File: src/rtl/core/u8s_pkg.sv
// types, constants and the lead byte classifier shared by the utf-8 sanitizer
package u8s_pkg;

    localparam int unsigned QUEUE_DEPTH = 2;
    localparam int unsigned QUEUE_PTR_W = $clog2(QUEUE_DEPTH);
    localparam int unsigned QUEUE_FILL_W = $clog2(QUEUE_DEPTH + 1);
    localparam int unsigned HOLD_DEPTH = 4;
    localparam logic [6:0] REPL_RESET = 7'd63;

    typedef struct packed {
        logic [7:0] in_byte;
        logic       in_last;
    } t_in_item;

    typedef struct packed {
        logic [7:0] out_byte;
        logic       out_replaced;
        logic       out_end_of_string;
    } t_out_item;

    // sequence length announced by a start byte, bad for a byte that cannot start one
    typedef enum logic [2:0] {
        LEN_BAD   = 3'd0,
        LEN_ONE   = 3'd1,
        LEN_TWO   = 3'd2,
        LEN_THREE = 3'd3,
        LEN_FOUR  = 3'd4
    } t_lead_len;

    typedef struct packed {
        logic [7:0] value;
        t_lead_len  lead_len;
        logic       is_cont;
        logic       is_last;
    } t_cls_item;

    function automatic t_lead_len classify(input logic [7:0] b);
        t_lead_len len;
        if (b[7] == 1'b0) begin
            len = LEN_ONE;
        end else if (b[7:5] == 3'b110) begin
            len = LEN_TWO;
        end else if (b[7:4] == 4'b1110) begin
            len = LEN_THREE;
        end else if (b[7:3] == 5'b11110) begin
            len = LEN_FOUR;
        end else begin
            len = LEN_BAD;
        end
        return len;
    endfunction

endpackage

File: src/rtl/core/u8s_front.sv
// front end: accepts input bytes, classifies them and queues them for the engine
module u8s_front (
    input  logic                  i_clk,
    input  logic                  i_rst_n,
    input  logic                  i_in_valid,
    output logic                  o_in_stall,
    input  u8s_pkg::t_in_item     i_in_data,
    output logic                  o_q_valid,
    input  logic                  i_q_pop,
    output u8s_pkg::t_cls_item    o_q_item
);
    import u8s_pkg::*;

    t_cls_item                 r_slot [QUEUE_DEPTH];
    logic [QUEUE_PTR_W-1:0]    r_wr_ptr;
    logic [QUEUE_PTR_W-1:0]    r_rd_ptr;
    logic [QUEUE_FILL_W-1:0]   r_fill;
    logic [QUEUE_FILL_W-1:0]   n_fill;
    logic                      w_push;
    logic                      w_pop;
    t_cls_item                 w_cls;

    assign o_in_stall = (r_fill == QUEUE_FILL_W'(QUEUE_DEPTH));
    assign w_push     = i_in_valid && !o_in_stall;
    assign o_q_valid  = (r_fill != '0);
    assign w_pop      = i_q_pop && o_q_valid;
    assign o_q_item   = r_slot[r_rd_ptr];

    always_comb begin
        w_cls.value    = i_in_data.in_byte;
        w_cls.lead_len = classify(i_in_data.in_byte);
        w_cls.is_cont  = (i_in_data.in_byte[7:6] == 2'b10);
        w_cls.is_last  = i_in_data.in_last;
    end

    always_comb begin
        n_fill = r_fill;
        if (w_push && !w_pop) begin
            n_fill = r_fill + 1'b1;
        end else if (!w_push && w_pop) begin
            n_fill = r_fill - 1'b1;
        end
    end

    always_ff @(posedge i_clk) begin
        if (w_push) begin
            r_slot[r_wr_ptr] <= w_cls;
        end
    end

    always_ff @(posedge i_clk) begin
        if (!i_rst_n) begin
            r_wr_ptr <= '0;
            r_rd_ptr <= '0;
            r_fill   <= '0;
        end else begin
            if (w_push) begin
                r_wr_ptr <= r_wr_ptr + 1'b1;
            end
            if (w_pop) begin
                r_rd_ptr <= r_rd_ptr + 1'b1;
            end
            r_fill <= n_fill;
        end
    end

endmodule

File: src/rtl/core/u8s_back.sv
// back end: holds pending sequences, checks them, emits one byte per cycle unless stalled
module u8s_back (
    input  logic                  i_clk,
    input  logic                  i_rst_n,
    input  logic                  i_cfg_valid,
    output logic                  o_cfg_ready,
    input  logic [6:0]            i_cfg_data,
    input  logic                  i_q_valid,
    output logic                  o_q_pop,
    input  u8s_pkg::t_cls_item    i_q_item,
    output logic                  o_out_valid,
    input  logic                  i_out_stall,
    output u8s_pkg::t_out_item    o_out_data
);
    import u8s_pkg::*;

    logic [6:0]  r_repl;
    t_cls_item   r_held [HOLD_DEPTH];
    logic [2:0]  r_count;
    logic [1:0]  r_pass;
    logic        r_last;
    logic        r_out_valid;
    t_out_item   r_out;

    t_cls_item   n_held [HOLD_DEPTH];
    logic [2:0]  n_count;
    logic        n_last;

    t_cls_item   w_shift [HOLD_DEPTH];
    t_cls_item   w_held_after [HOLD_DEPTH];
    logic [2:0]  w_count_after;
    logic [1:0]  w_pass_after;
    t_lead_len   w_len0;
    t_out_item   w_emit;
    logic        w_busy;
    logic        w_out_free;
    logic        w_step;
    logic        w_ok;
    logic        w_idle_after;
    logic        w_pop;

    assign o_cfg_ready = 1'b1;
    assign o_out_valid = r_out_valid;
    assign o_out_data  = r_out;
    assign o_q_pop     = w_pop;

    assign w_len0     = r_held[0].lead_len;
    // work pending: passing a checked sequence, or a start byte that can be resolved now
    assign w_busy     = (r_pass != 2'd0) ||
                        ((r_count != 3'd0) && !((r_count < w_len0) && !r_last));
    assign w_out_free = !r_out_valid || !i_out_stall;
    assign w_step     = w_busy && w_out_free;
    assign w_ok       = r_held[1].is_cont &&
                        ((w_len0 == LEN_TWO) || r_held[2].is_cont) &&
                        ((w_len0 != LEN_FOUR) || r_held[3].is_cont);

    always_comb begin
        for (int i = 0; i < HOLD_DEPTH - 1; i++) begin
            w_shift[i] = r_held[i+1];
        end
        w_shift[HOLD_DEPTH-1] = r_held[HOLD_DEPTH-1];
    end

    // one iteration of the rescan loop
    always_comb begin
        w_held_after  = r_held;
        w_count_after = r_count;
        w_pass_after  = r_pass;
        w_emit.out_byte          = r_held[0].value;
        w_emit.out_replaced      = 1'b0;
        w_emit.out_end_of_string = 1'b0;
        if (w_step) begin
            if (r_pass != 2'd0) begin
                w_held_after  = w_shift;
                w_count_after = r_count - 3'd1;
                w_pass_after  = r_pass - 2'd1;
            end else begin
                case (w_len0)
                    LEN_ONE: begin
                        w_held_after  = w_shift;
                        w_count_after = r_count - 3'd1;
                    end
                    LEN_TWO, LEN_THREE, LEN_FOUR: begin
                        if (r_count < w_len0) begin
                            // string ended inside a sequence
                            w_emit.out_byte     = {1'b0, r_repl};
                            w_emit.out_replaced = 1'b1;
                            w_count_after       = 3'd0;
                        end else if (w_ok) begin
                            w_held_after  = w_shift;
                            w_count_after = r_count - 3'd1;
                            w_pass_after  = 2'(w_len0 - 3'd1);
                        end else begin
                            w_emit.out_byte     = {1'b0, r_repl};
                            w_emit.out_replaced = 1'b1;
                            w_held_after        = w_shift;
                            w_count_after       = r_count - 3'd1;
                        end
                    end
                    default: begin
                        w_emit.out_byte     = {1'b0, r_repl};
                        w_emit.out_replaced = 1'b1;
                        w_held_after        = w_shift;
                        w_count_after       = r_count - 3'd1;
                    end
                endcase
            end
            w_emit.out_end_of_string = r_last && (w_count_after == 3'd0);
        end
    end

    assign w_idle_after = (w_pass_after == 2'd0) &&
                          ((w_count_after == 3'd0) ||
                           ((w_count_after < w_held_after[0].lead_len) && !r_last));
    assign w_pop        = w_idle_after && i_q_valid;

    always_comb begin
        n_held  = w_held_after;
        n_count = w_count_after;
        n_last  = r_last;
        if (w_pop) begin
            n_held[w_count_after[1:0]] = i_q_item;
            n_count = w_count_after + 3'd1;
            n_last  = i_q_item.is_last;
        end
    end

    always_ff @(posedge i_clk) begin
        r_held <= n_held;
        if (w_step) begin
            r_out <= w_emit;
        end
    end

    always_ff @(posedge i_clk) begin
        if (!i_rst_n) begin
            r_repl      <= REPL_RESET;
            r_count     <= 3'd0;
            r_pass      <= 2'd0;
            r_last      <= 1'b0;
            r_out_valid <= 1'b0;
        end else begin
            if (i_cfg_valid) begin
                r_repl <= i_cfg_data;
            end
            r_count <= n_count;
            r_pass  <= w_pass_after;
            r_last  <= n_last;
            if (w_step) begin
                r_out_valid <= 1'b1;
            end else if (w_out_free) begin
                r_out_valid <= 1'b0;
            end
        end
    end

    a_count_bound: assert property (@(posedge i_clk) disable iff (!i_rst_n)
        r_count <= 3'(HOLD_DEPTH))
        else $error("held count beyond buffer depth");

    a_pass_held: assert property (@(posedge i_clk) disable iff (!i_rst_n)
        (r_pass != 2'd0) |-> (r_count >= {1'b0, r_pass}))
        else $error("pass count exceeds held bytes");

    a_pass_cont: assert property (@(posedge i_clk) disable iff (!i_rst_n)
        (r_pass != 2'd0) |-> r_held[0].is_cont)
        else $error("passing a byte that is not a continuation");

    a_step_free: assert property (@(posedge i_clk) disable iff (!i_rst_n)
        (r_out_valid && i_out_stall) |=> ($stable(r_out) && r_out_valid))
        else $error("output register overwritten while stalled");

endmodule

File: src/rtl/core/utf8_byte_sanitizer.sv
// top level of the streaming utf-8 sanitizer with byte replacement
//
//  channel  | direction | handshake           | payload
//  ---------+-----------+---------------------+------------------------------
//  in       | sink      | i_in_valid/o_in_stall   | t_in_item  (byte, last flag)
//  out      | source    | o_out_valid/i_out_stall | t_out_item (byte, replaced, end)
//  cfg      | sink      | i_cfg_valid/o_cfg_ready | 7-bit replacement byte
//
//  one result per cycle leaves through the output register of the back end unless stalled
//  an ascii stream flows at one byte per cycle unless stalled; an n-byte sequence is
//  collected one byte per pop, then emitted byte by byte through the single emit port
//  a bad start or bad continuation is replaced and the held bytes behind it rescanned
//  synchronous active-low reset; replacement byte resets to '?'
//  the two-entry queue keeps taking input while the output side is stalled, until full
module utf8_byte_sanitizer (
    input  logic                  i_clk,
    input  logic                  i_rst_n,
    input  logic                  i_cfg_valid,
    output logic                  o_cfg_ready,
    input  logic [6:0]            i_cfg_data,
    input  logic                  i_in_valid,
    output logic                  o_in_stall,
    input  u8s_pkg::t_in_item     i_in_data,
    output logic                  o_out_valid,
    input  logic                  i_out_stall,
    output u8s_pkg::t_out_item    o_out_data
);
    import u8s_pkg::*;

    // classified bytes between front and back
    logic       w_q_valid;
    logic       w_q_pop;
    t_cls_item  w_q_item;

    // front: byte classification and decoupling queue
    u8s_front u_front (
        .i_clk      (i_clk),
        .i_rst_n    (i_rst_n),
        .i_in_valid (i_in_valid),
        .o_in_stall (o_in_stall),
        .i_in_data  (i_in_data),
        .o_q_valid  (w_q_valid),
        .i_q_pop    (w_q_pop),
        .o_q_item   (w_q_item)
    );

    // back: held sequence buffer, validation, rescan and output register
    u8s_back u_back (
        .i_clk       (i_clk),
        .i_rst_n     (i_rst_n),
        .i_cfg_valid (i_cfg_valid),
        .o_cfg_ready (o_cfg_ready),
        .i_cfg_data  (i_cfg_data),
        .i_q_valid   (w_q_valid),
        .o_q_pop     (w_q_pop),
        .i_q_item    (w_q_item),
        .o_out_valid (o_out_valid),
        .i_out_stall (i_out_stall),
        .o_out_data  (o_out_data)
    );

endmodule

File: config.mk
export PLATFORM = sky130hd
export DESIGN_NAME = utf8_byte_sanitizer
export DESIGN_NICKNAME = d
export VERILOG_FILES = /design/src/rtl/core/u8s_pkg.sv /design/src/rtl/core/u8s_front.sv /design/src/rtl/core/u8s_back.sv /design/src/rtl/core/utf8_byte_sanitizer.sv
export SDC_FILE = /design/constraint.sdc
export NUM_CORES = 1
export LEC_CHECK = 0
export BUFFER_PORTS_ARGS = -buffer_cell sky130_fd_sc_hd__buf_4
export CAP_MARGIN = 15
export CORE_UTILIZATION = 36
export DETAILED_ROUTE_END_ITERATION = 8
export GPL_TIMING_DRIVEN = 0
export MAX_ROUTING_LAYER = met4
export PLACE_DENSITY = 0.53
export SYNTH_ARGS = -nofsm -noshare
export SYNTH_HDL_FRONTEND = slang
export SYNTH_SLANG_ARGS = --single-unit
File: constraint.sdc
create_clock -name i_clk -period 10.85 [get_ports i_clk]
set_input_delay 0.5425 -clock i_clk [delete_from_list [all_inputs] [get_ports i_clk]]
set_output_delay 0.5425 -clock i_clk [all_outputs]
set_load 0.005 [all_outputs]
==> flow_summary.rst, run 1 <==
.. list-table::
   :header-rows: 1

   * - Metric
     - Value
   * - Outcome
     - completed
   * - Leading area contributor after synthesis
     - sky130_fd_sc_hd__edfxtp_1
   * - Slowest cell on the critical path
     - sky130_fd_sc_hd__dfxtp_1
   * - Fraction of layout instances using a drive strength above 1
     - 0.164
   * - CP Launch Type
     - register
   * - Critical path arrival
     - 4550 ps
   * - Post-synthesis instance area
     - 0.00471 sq mm
   * - WP data required
     - between 10000 and 15000 ps
   * - Clock tree from TritonCTS
     - yes
   * - Congestion Overflow GR
     - 0
   * - Mean cell area of the mapped netlist
     - around 12 sq um
   * - Design Area, Final
     - 0.00548 sq mm
   * - Period Utilization, post-route
     - 0.420
   * - Number of buffers added to fix hold violations after cts
     - 0
   * - Crit path max fanout
     - 12
   * - Cell chosen for the clock root
     - sky130_fd_sc_hd__clkbuf_16
   * - Die Outline Area
     - approximately 0.014 sq mm
   * - Synth-to-layout area growth
     - 16.3%
   * - Crit path kind
     - register to register
   * - Max Cap Violations
     - 0
   * - Area contributors post-synth
     - sky130_fd_sc_hd__edfxtp_1 31%, sky130_fd_sc_hd__dfxtp_1 23%, sky130_fd_sc_hd__mux2i_1 19%, sky130_fd_sc_hd__ha_1 3.2%, sky130_fd_sc_hd__nand2_1 2.2%
   * - Chip Height
     - about 120 um
   * - Worst-margin pin slew
     - around 1100 ps
   * - Worst-case hold slack
     - between 300 and 400 ps
   * - Post-synth EDFFs
     - 48
   * - Final worst slack
     - between 6000 and 7000 ps
   * - Longest individual stage delay on the worst path
     - 460 ps
   * - Number of antenna violations at the first check in global routing
     - 0
   * - Die X
     - about 120 um
   * - RSZ-0062 raised after global routing
     - no
   * - Final hold viol count
     - 0
   * - Core Region
     - 0.0127 sq mm
   * - Number of distinct library cells after synthesis
     - 56
   * - Post-DP HPWL
     - between 6000 and 7000 um
   * - Synth warn
     - 0
   * - Peak clock frequency supported by timing
     - about 220 MHz
   * - Number of rows in the core area
     - 41
   * - Power density relative to cell area
     - 344 mW/mm^2
   * - GRT Overall Usage
     - 0.154
   * - Via density
     - 4.90
   * - Post-cts sizing count
     - 0
   * - Detailed-route wire length
     - 9350 um
   * - Total of flip-flops plus latches after synthesis
     - about 100
   * - Clock-pin slew of the registers on the worst-case setup and hold paths
     - approximately 70 ps
   * - Vias post-DR
     - ~3000
   * - Number of buffers added on ports
     - 30
   * - Number of levels in the clock H-tree
     - 3
   * - Number of buffers on the longest clock path
     - 2
   * - Final-stage net count
     - between 400 and 500
   * - Min Tclk post-route
     - around 4600 ps
   * - Starting utilization of the core area
     - 0.372
   * - Number of pins with negative max-slew slack in the final report
     - 0
   * - Synthesized netlist cell count
     - 391
   * - Top-Level Pins
     - 34
   * - Sequential share of the synthesized area
     - 0.535
   * - Number of remaining DRC errors
     - 0
   * - Yosys top cell area share
     - 0.306
   * - Detail Route Antenna Nets
     - 0
   * - Synthesized netlist net count
     - roughly 420
   * - Fillcell total
     - around 1200
   * - Worst setup slack after placement
     - 6310 ps
   * - Post-Route Setup TNS
     - 0 ps
   * - Antenna fix cells
     - 0
   * - Later-pin clock latency in the skew report
     - about 340 ps
   * - Sinks on Clock Net
     - roughly 100
   * - Setup-failing EPs final
     - 0
   * - RD Place Congestion
     - between 0.8 and 0.9
   * - Number of optimization iterations in the first detailed-route pass
     - 4
   * - Maximum number of pins on one net before global-route repair
     - 18
   * - Wire per inst
     - 15.3 um
   * - Peak ir drop on the vdd network
     - 0.000125 V
   * - Worst slew slack as a fraction of its limit
     - 0.284
   * - Number of clock buffers inserted by TritonCTS
     - 9
   * - Standard cell area after detailed placement
     - ~0.0052 sq mm
   * - Proportion of register bits with asynchronous set or reset after synthesis
     - 0
   * - Post-synth top flop
     - sky130_fd_sc_hd__dfxtp_1
   * - Category of the worst setup path capture point
     - register
   * - Ordered list of cells on the worst path
     - inv_1 > ha_1 > nand2_1 > o21a_1 > a21o_1 > a21oi_1 > buf_2 > a21oi_1 > ha_1 > o32ai_1 > and3_1 > clkbuf_1 > o211ai_2 > buf_2 > inv_1
   * - Number of post-CTS setup repair buffers
     - 0
   * - 1st-iter DRT viols
     - roughly 140
   * - Worst clock skew
     - roughly 8 ps
   * - Hold WC Path Type
     - primary input to register
   * - Area of the multi-input gates
     - between 0.002 and 0.0025 sq mm
   * - FF/Latch Area
     - 0.00252 sq mm
   * - Static leakage
     - between 2 and 2.5 nW
   * - Vias in the first global route
     - 2960
   * - Global-route wire length before repair
     - about 15000 um
-- layer usage --
layer  track usage  vias up  share of wire  wire length (um)
li1              -     1522              -                 -
met1         0.200     1400           0.51              4720
met2         0.233       54           0.45              4170
met3        0.0311       15          0.029               269
met4        0.0624        0          0.020               184
met5             -        -              0                 0
-- logic make-up after synthesis --
family,Yosys count,share of synthesized area
other cells,1,0.000796
compound gates,67,0.117
flops,102,0.535
fa+ha+maj,12,0.0319
buf+inv,29,0.0319
xor+xnor,2,0.00372
mux,91,0.194
simple gates,87,0.0853
-- layout make-up --
type                    instances  share of cell area
flip-flops and latches        102               0.460
multi-input cells             260               0.372
clock buffers                  13              0.0534
repair buffers                 31              0.0425
well taps                     172              0.0393
plain buffers                  16              0.0185
inverters                      13             0.00890
clock inverters                 3             0.00525
-- flip-flops by register name (all words and copies together), names as in the netlist, 2 cells and up, named ones only --
name,count
u_back.o_out_data,10
u_back.r_count,3
u_back.r_held,44
u_back.r_pass,2
u_back.r_repl,7
u_back.w_len0,3
u_front.r_fill,2
u_front.r_slot,26
-- path summary, 6_finish.rpt --
check / startpoint / end / slack (ps) / depth (start not counted)
max: u_back.w_len0[1] / u_back.r_held[1] / 6300 / 15
min: i_in_data[2] / u_front.r_slot[1][6] / 380 / 1
max reg2reg: u_back.w_len0[1] / u_back.r_held[1] / 6300 / 15
min reg2reg: u_back.r_repl[2] / u_back.r_repl[2] / 470 / 2
-- power by group --
group | internal (mW) | switching (mW) | total (mW)
Sequential | 0.558 | 0.0729 | 0.630
Clock | 0.194 | 0.150 | 0.344
Combinational | 0.399 | 0.509 | 0.908
Total | 1.15 | 0.732 | 1.88
-- stage by stage --
step           std cells  utilization  power (mW)
4_1_cts              609        0.432        1.90
6_report             610        0.433        1.88
3_3_place_gp         593        0.407        1.53
3_5_place_dp         593        0.407        1.55
5_1_grt              610        0.433        2.03
2_1_floorplan        391            -        1.33
-- cell usage after synthesis, drive strengths merged, types with 2 or more instances --
library cell  count
nand3             3
inv              12
nand2b            3
a211oi            7
nand2            29
and2              3
nand4             2
o211ai            5
mux2i            90
ha               12
o21ai             9
a22o              7
nor3              4
o211a             5
a21oi            11
a2111o            2
edfxtp           48
a2111oi           2
buf              10
and3              3
a21o              4
a31oi             5
nor4              2
clkbuf            6
dfxtp            54
nor2b             7
nor2             28
-- cell usage in the layout (no fill, tap or decap), types with 3 or more instances in the layout --
master,instances
sky130_fd_sc_hd__dfxtp_1,54
sky130_fd_sc_hd__mux2i_1,90
sky130_fd_sc_hd__clkbuf_16,11
sky130_fd_sc_hd__a22o_1,7
sky130_fd_sc_hd__inv_1,12
sky130_fd_sc_hd__o211ai_1,3
sky130_fd_sc_hd__nor2_1,27
sky130_fd_sc_hd__ha_1,12
sky130_fd_sc_hd__o211a_4,3
sky130_fd_sc_hd__a31oi_1,5
sky130_fd_sc_hd__nor3_1,4
sky130_fd_sc_hd__nor2b_1,6
sky130_fd_sc_hd__a211oi_1,6
sky130_fd_sc_hd__and3_1,3
sky130_fd_sc_hd__buf_4,32
sky130_fd_sc_hd__buf_2,6
sky130_fd_sc_hd__and2_1,3
sky130_fd_sc_hd__edfxtp_1,48
sky130_fd_sc_hd__a21o_1,4
sky130_fd_sc_hd__nand2_1,28
sky130_fd_sc_hd__nand2b_1,3
sky130_fd_sc_hd__nand3_1,3
sky130_fd_sc_hd__o21ai_0,8
sky130_fd_sc_hd__clkbuf_1,7
sky130_fd_sc_hd__a21oi_1,9
-- critical path: cells and delay by family (launching register included) --
family                   cells  cell delay [ps]
buffers and inverters        5             1480
AND/OR/NAND/NOR              2              300
AO/OA/AOI/OAI                6             1430
adder cells (fa/ha/maj)      2              520
flip-flops                   1              460
(Power assumes the default switching activity.)
==> run 2, diff against run 1 <==
==> constraint.sdc (replaced) <==
create_clock -name i_clk -period 4.7 [get_ports i_clk]
set_input_delay 0.235 -clock i_clk [delete_from_list [all_inputs] [get_ports i_clk]]
set_output_delay 0.235 -clock i_clk [all_outputs]
set_load 0.005 [all_outputs]
==> run 2 against run 1 <==
Global-route usage did not move. Via count rose by 0.74%. Wire length barely moved. Fmax rose by 4.2%. Clock skew rose by 2.1 ps. Sequential share of layout area fell by 0.052 points. Cell count did not move. Sequential power rose by 130%. Total power rose by 130%. Critical path type unchanged.
==> flow_summary.rst, run 2 (synthesis results as in run 1) <==
.. list-table::
   :header-rows: 1

   * - Metric
     - Value
   * - Number of remaining DRC errors
     - 0 (unchanged)
   * - Via density
     - 4.94 (+0.74%)
   * - Congestion Overflow GR
     - 0 (unchanged)
   * - Power density relative to cell area
     - 793 mW/mm^2 (+130%)
   * - Die Outline Area
     - 0.0135 sq mm (unchanged)
   * - Ordered list of cells on the worst path
     - inv_1 > ha_1 > nand2_1 > o21a_1 > a21o_1 > a21oi_1 > clkbuf_4 > nor2_1 > a21oi_1 > ha_1 > o32ai_1 > and3_1 > clkbuf_1 > o211ai_2 > buf_2 > clkinvlp_4
   * - Peak-usage layer in the global routing report
     - met2
   * - Met1 usage
     - 0.200 (unchanged)
   * - Clock tree from TritonCTS
     - yes
   * - Category of the worst setup path capture point
     - register
   * - Max Cap Violations
     - 0 (unchanged)
   * - Later-pin clock latency in the skew report
     - 350 ps (about the same)
   * - Detailed-route wire length
     - 9350 um (about the same)
   * - Clock-pin slew of the registers on the worst-case setup and hold paths
     - 70 ps (about the same)
   * - Maximum number of pins on one net before global-route repair
     - 18 (unchanged)
   * - 1st-iter DRT viols
     - 136 (-0.73%)
   * - Setup-failing EPs final
     - 0 (unchanged)
   * - Worst-margin pin slew
     - 1070 ps (+0.0729 ps)
   * - Post-DP HPWL
     - 7000 um (unchanged)
   * - Longest individual stage delay on the worst path
     - 460 ps (about the same)
   * - Vias post-DR
     - 3013 (+0.74%)
   * - Fraction of layout instances using a drive strength above 1
     - 0.167 (+0.00228)
   * - Vias in the first global route
     - 2960 (unchanged)
   * - Synth-to-layout area growth
     - 16.5%
   * - Met2 global-route usage
     - 0.233 (unchanged)
   * - Number of levels in the clock H-tree
     - 3 (unchanged)
   * - Most frequent standard cell in the layout excluding fill and tap cells
     - sky130_fd_sc_hd__mux2i_1
   * - Wire per inst
     - 15.3 um (about the same)
   * - Met3 demand-to-capacity share in global routing
     - 0.0311 (unchanged)
   * - Number of pins with negative max-slew slack in the final report
     - 0 (unchanged)
   * - Period Utilization, post-route
     - 0.929 (+0.510)
   * - Chip Height
     - 116 um (unchanged)
   * - GRT Overall Usage
     - 0.154 (unchanged)
   * - Top delay family on crit path
     - compound AO/OA/AOI/OAI gates
   * - Final-stage net count
     - 466 (unchanged)
   * - RSZ-0062 raised after global routing
     - no
   * - Worst clock skew
     - 9.99 ps (+2.09 ps)
   * - Post-route core utilization
     - 0.433 (+0.000494)
   * - Fillcell total
     - 1235 (unchanged)
   * - WP data required
     - 4730 ps (-6110 ps)
   * - Largest register by flop count
     - u_back.r_held
   * - Static leakage
     - 2.11 nW (-0.49%)
   * - RD Place Congestion
     - 0.870 (unchanged)
   * - Buf+Inv Stages, Crit Path
     - 5 (unchanged)
   * - Slowest cell on the critical path
     - sky130_fd_sc_hd__dfxtp_1
   * - Number of buffers added on ports
     - 30 (unchanged)
   * - Commonest cells after routing, fill and taps aside
     - 90 x sky130_fd_sc_hd__mux2i_1, 54 x sky130_fd_sc_hd__dfxtp_1, 48 x sky130_fd_sc_hd__edfxtp_1
   * - Die X
     - 116 um (unchanged)
   * - Detail Route Antenna Nets
     - 0 (unchanged)
   * - Peak clock frequency supported by timing
     - 229 MHz (+4.2%)
   * - Min Tclk post-route
     - 4370 ps (-185 ps)
   * - Cell chosen for the clock root
     - sky130_fd_sc_hd__clkbuf_16
   * - Number of optimization iterations in the first detailed-route pass
     - 5 (+1)
   * - CP Launch Type
     - register
   * - Global-route wire length before repair
     - 15300 um (unchanged)
   * - Core Region
     - 0.0127 sq mm (unchanged)
   * - Starting utilization of the core area
     - 0.372 (unchanged)
   * - Peak ir drop on the vdd network
     - 0.000289 V (+130%)
   * - Antenna fix cells
     - 0 (unchanged)
   * - Critical path arrival
     - 4400 ps (-150 ps)
   * - Max FFs per register
     - 44 (unchanged)
   * - Worst slew slack as a fraction of its limit
     - 0.284 (about the same)
   * - Hold WC Path Type
     - primary input to register
   * - Number of post-CTS setup repair buffers
     - 0 (unchanged)
   * - Post-Route Setup TNS
     - 0 ps (unchanged)
   * - Number of clock buffers inserted by TritonCTS
     - 9 (unchanged)
   * - Number of rows in the core area
     - 41 (unchanged)
   * - Crit path kind
     - register to register
   * - Final hold viol count
     - 0 (unchanged)
   * - Number of buffers on the longest clock path
     - 2 (unchanged)
   * - Sinks on Clock Net
     - 102 (unchanged)
   * - Crit path max fanout
     - 12 (unchanged)
   * - Top-Level Pins
     - 34 (unchanged)
   * - Number of antenna violations at the first check in global routing
     - 0 (unchanged)
   * - Outcome
     - completed
-- run 2: where the power goes --
part | switching [mW] | total (mW) | internal [mW]
Sequential | 0.168 | 1.46 | 1.29
Clock | 0.348 | 0.795 | 0.447
Combinational | 1.18 | 2.10 | 0.925
-- run 2: routing by layer --
metal | part of all wire | vias to the layer above
met1 | 0.50 | 1412
met2 | 0.45 | 60
met3 | 0.029 | 17
met4 | 0.022 | 0
li1 | - | 1524
met5 | 0 | -
-- run 2: cell type report --
cell class / instances / area [sq um] / share of cell area
sequential: 102 / 2520 / 0.460
multi-input combinational: 260 / 2040 / 0.371
clock buffer: 13 / 293 / 0.0534
timing repair buffer: 31 / 233 / 0.0424
tap: 172 / 215 / 0.0392
buffer: 16 / 104 / 0.0189
inverter: 13 / 52.6 / 0.00958
clock inverter: 3 / 28.8 / 0.00525
-- run 2: worst paths after layout --
path                    start                   end  slack, ps  depth (start not counted)
max          u_back.w_len0[1]      u_back.r_held[1]        330                         16
min              i_in_data[2]  u_front.r_slot[1][6]         70                          1
max reg2reg  u_back.w_len0[1]      u_back.r_held[1]        330                         16
min reg2reg  u_back.r_repl[2]      u_back.r_repl[2]        470                          2
-- run 2: what timing repair did --
action / in CTS / in global routing
endpoints found under the setup margin: 0 / 12
resized for setup: 0 / 2
hold buffers: 0 / 0
-- run 2: metrics by stage --
| stage | hold slack (ps) | cells | area (sq um) | total power [mW] | setup slack [ps] |
|---|---|---|---|---|---|
| after floorplan | 334 | 391 | 4710 | 3.07 | 1050 |
| after global placement | 422 | 593 | 5150 | 3.52 | 180 |
| after detailed placement | 425 | 593 | 5150 | 3.58 | 161 |
| after CTS | 59.8 | 609 | 5470 | 4.38 | 138 |
| after global routing | 56.7 | 610 | 5490 | 4.68 | 12.9 |
| final | 75.0 | 610 | 5490 | 4.35 | 332 |
==> run 3, diff against run 2 <==
--- a/config.mk
+++ b/config.mk
@@ -7,11 +7,13 @@
 export LEC_CHECK = 0
 export BUFFER_PORTS_ARGS = -buffer_cell sky130_fd_sc_hd__buf_4
 export CAP_MARGIN = 15
+export CELL_PAD_IN_SITES_DETAIL_PLACEMENT = 1
+export CELL_PAD_IN_SITES_GLOBAL_PLACEMENT = 1
 export CORE_UTILIZATION = 36
 export DETAILED_ROUTE_END_ITERATION = 8
 export GPL_TIMING_DRIVEN = 0
 export MAX_ROUTING_LAYER = met4
-export PLACE_DENSITY = 0.53
+export PLACE_DENSITY = 0.65
 export SYNTH_ARGS = -nofsm -noshare
 export SYNTH_HDL_FRONTEND = slang
 export SYNTH_SLANG_ARGS = --single-unit
==> constraint.sdc (replaced) <==
create_clock -name i_clk -period 3.6 [get_ports i_clk]
set_input_delay 0.18 -clock i_clk [delete_from_list [all_inputs] [get_ports i_clk]]
set_output_delay 0.18 -clock i_clk [all_outputs]
set_load 0.005 [all_outputs]
==> run 3 against run 2 <==
Critical path depth fell by 2. Global-route usage grew 1.8 points. Total power grew 37%. Clock skew barely moved. Die area stayed put. Register-to-register slack worse by 140 ps. Worst hold slack lost 56 ps. Critical endpoint is now u_back.r_held[2]. Largest power group unchanged. Highest routed layer unchanged.
==> flow_summary.rst, run 3 (synthesis results as in run 1) <==
.. list-table::
   :header-rows: 1

   * - Metric
     - Value
   * - Number of buffers added to fix hold violations after cts
     - 0 (unchanged)
   * - Category of the worst setup path capture point
     - register
   * - Congestion Overflow GR
     - 0 (unchanged)
   * - Setup-failing EPs final
     - 0 (unchanged)
   * - Number of antenna violations at the first check in global routing
     - 0 (unchanged)
   * - Post-Route Setup TNS
     - 0 ps (unchanged)
   * - Static leakage
     - 2.12 nW (+0.89%)
   * - Vias in the first global route
     - 3303 (+12%)
   * - Final cell count without fillers
     - 617 (+1.1%)
   * - Commonest cells after routing, fill and taps aside
     - 90 x sky130_fd_sc_hd__mux2i_1, 51 x sky130_fd_sc_hd__dfxtp_1, 48 x sky130_fd_sc_hd__edfxtp_1
   * - Max Cap Violations
     - 0 (unchanged)
   * - Antenna fix cells
     - 0 (unchanged)
   * - Peak clock frequency supported by timing
     - 293 MHz (+28%)
   * - Final-stage net count
     - 473 (+1.5%)
   * - Detail Route Antenna Nets
     - 0 (unchanged)
   * - Number of optimization iterations in the first detailed-route pass
     - 4 (-1)
   * - Outcome
     - completed
   * - Critical path arrival
     - 3470 ps (-930 ps)
   * - Post-Place Cells
     - 593 (unchanged)
   * - Largest register by flop count
     - u_back.r_held
   * - RSZ-0062 raised after global routing
     - no
   * - Number of clock buffers inserted by TritonCTS
     - 9 (unchanged)
   * - Number of rows in the core area
     - 41 (unchanged)
   * - Fillcell total
     - 1373 (+11%)
   * - Max FFs per register
     - 44 (unchanged)
   * - Number of buffers added on ports
     - 30 (unchanged)
   * - Post-route core utilization
     - 0.443 (+0.00987)
   * - Maximum number of pins on one net before global-route repair
     - 18 (unchanged)
   * - Vias post-DR
     - 3159 (+4.8%)
   * - GRT Overall Usage
     - 0.172 (+0.0181)
   * - Later-pin clock latency in the skew report
     - 340 ps (about the same)
   * - Die Outline Area
     - 0.0135 sq mm (unchanged)
   * - Final hold viol count
     - 0 (unchanged)
   * - Sinks on Clock Net
     - 102 (unchanged)
   * - Worst clock skew
     - 9.51 ps (-0.482 ps)
   * - Top-Level Pins
     - 34 (unchanged)
   * - Crit path kind
     - register to register
   * - RD Place Congestion
     - 0.850 (-2.3%)
   * - Wire per inst
     - 16.9 um (+10%)
   * - Most frequent standard cell in the layout excluding fill and tap cells
     - sky130_fd_sc_hd__mux2i_1
   * - Detailed-route wire length
     - 10400 um (+12%)
   * - Number of buffers on the longest clock path
     - 2 (unchanged)
   * - Cell chosen for the clock root
     - sky130_fd_sc_hd__clkbuf_16
   * - Crit path max fanout
     - 10 (-2)
   * - Number of pins with negative max-slew slack in the final report
     - 0 (unchanged)
   * - Period Utilization, post-route
     - 0.947 (+0.0179)
   * - Clock tree from TritonCTS
     - yes
   * - CP Launch Type
     - register
   * - Post-DP HPWL
     - 7750 um (+11%)
   * - WP data required
     - 3660 ps (-1070 ps)
   * - Fraction of layout instances using a drive strength above 1
     - 0.222 (+0.0558)
   * - Number of remaining DRC errors
     - 0 (unchanged)
   * - Via density
     - 5.12 (+3.7%)
   * - 1st-iter DRT viols
     - 109 (-20%)
   * - Worst-case hold slack
     - 18.7 ps (-56.3 ps)
   * - Chip Height
     - 116 um (unchanged)
   * - Clock-pin slew of the registers on the worst-case setup and hold paths
     - 80 ps (about the same)
   * - Starting utilization of the core area
     - 0.372 (unchanged)
   * - Number of levels in the clock H-tree
     - 3 (unchanged)
   * - Core Region
     - 0.0127 sq mm (unchanged)
   * - Global-route wire length before repair
     - 17000 um (+11%)
   * - Power density relative to cell area
     - 1060 mW/mm^2 (+34%)
   * - Hold WC Path Type
     - primary input to register
   * - Worst-margin pin slew
     - 1140 ps (+65.7 ps)
   * - Synth-to-layout area growth
     - 19.1%
   * - Min Tclk post-route
     - 3410 ps (-958 ps)
   * - Peak ir drop on the vdd network
     - 0.000376 V (+30%)
   * - Worst slew slack as a fraction of its limit
     - 0.240 (-0.0440)
   * - Die X
     - 116 um (unchanged)
[run 3: cell types whose count changed in the layout (fill, tap and decap cells not counted), moves of 2 or more]
cell and delta:
sky130_fd_sc_hd__a21oi_2 +2, sky130_fd_sc_hd__o21ai_2 +3, sky130_fd_sc_hd__buf_6 +2, sky130_fd_sc_hd__clkbuf_16 -2
sky130_fd_sc_hd__dfxtp_2 +3, sky130_fd_sc_hd__buf_4 +6, sky130_fd_sc_hd__dfxtp_1 -3, sky130_fd_sc_hd__clkinvlp_4 +2
sky130_fd_sc_hd__a21oi_1 -3, sky130_fd_sc_hd__o21ai_0 -4
[run 3: routing by layer]
metal | global-route usage | part of all wire | up-vias
met5 | - | 0 | -
met4 | 0.0726 | 0.026 | 0
met3 | 0.0249 | 0.023 | 19
met2 | 0.279 | 0.48 | 53
met1 | 0.214 | 0.47 | 1546
li1 | - | - | 1541
[run 3: timing repair]
action / 4_1_cts / 5_1_grt
resized for setup: 16 / 19
buffers inserted: 3 / 5
setup endpoints to repair: 67 / 67
pin swaps: 4 / 3
cloned: 1 / 0
endpoints found under the hold margin: 0 / 0
[run 3: through the flow]
step           area (sq um)  setup slack [ps]  power [mW]
2_1_floorplan          4710              64.3        4.00
3_3_place_gp           5150              -778        4.60
3_5_place_dp           5150              -898        4.73
4_1_cts                5520              5.14        5.82
5_1_grt                5610              22.0        6.38
6_report               5610               190        5.96
[run 3: power breakdown]
group	internal (mW)	switching, mW
registers	1.69	0.234
logic	1.40	1.72
clock network	0.478	0.439
total	3.57	2.39
[run 3: area by class of cell]
cell class / count / area (sq um) / share of cell area
buffer: 15 / 114 / 0.0203
clock buffer: 11 / 233 / 0.0415
clock inverter: 5 / 41.3 / 0.00736
inverter: 13 / 52.6 / 0.00936
multi-input combinational: 260 / 2130 / 0.380
sequential: 102 / 2530 / 0.450
tap: 172 / 215 / 0.0383
timing repair buffer: 38 / 289 / 0.0515
timing repair inverter: 1 / 7.51 / 0.00134
[run 3: worst max-delay path, cell delays in order (launching register included)]
cell and delay (ps):
sky130_fd_sc_hd__dfxtp_2 360, sky130_fd_sc_hd__inv_1 100, sky130_fd_sc_hd__ha_1 320, sky130_fd_sc_hd__nand2_1 110, sky130_fd_sc_hd__o21a_2 260, sky130_fd_sc_hd__a21o_4 240, sky130_fd_sc_hd__a21oi_4 230, sky130_fd_sc_hd__buf_6 200
sky130_fd_sc_hd__nor2_1 70, sky130_fd_sc_hd__a21oi_2 190, sky130_fd_sc_hd__ha_1 210, sky130_fd_sc_hd__o2111ai_4 210, sky130_fd_sc_hd__o211ai_4 300, sky130_fd_sc_hd__buf_8 170, sky130_fd_sc_hd__clkinvlp_4 160
[run 3: path summary, 6_finish.rpt]
| path | start | endpoint | slack, ps | cells after the start |
|---|---|---|---|---|
| worst max-delay path | u_back.w_len0[2] | u_back.r_held[2] | 190 | 14 |
| worst max register to register | u_back.w_len0[2] | u_back.r_held[2] | 190 | 14 |
| worst min register to register | u_back.r_repl[4] | u_back.r_repl[4] | 480 | 2 |
| worst min-delay path | i_in_data[2] | u_front.r_slot[0][6] | 20 | 1 |
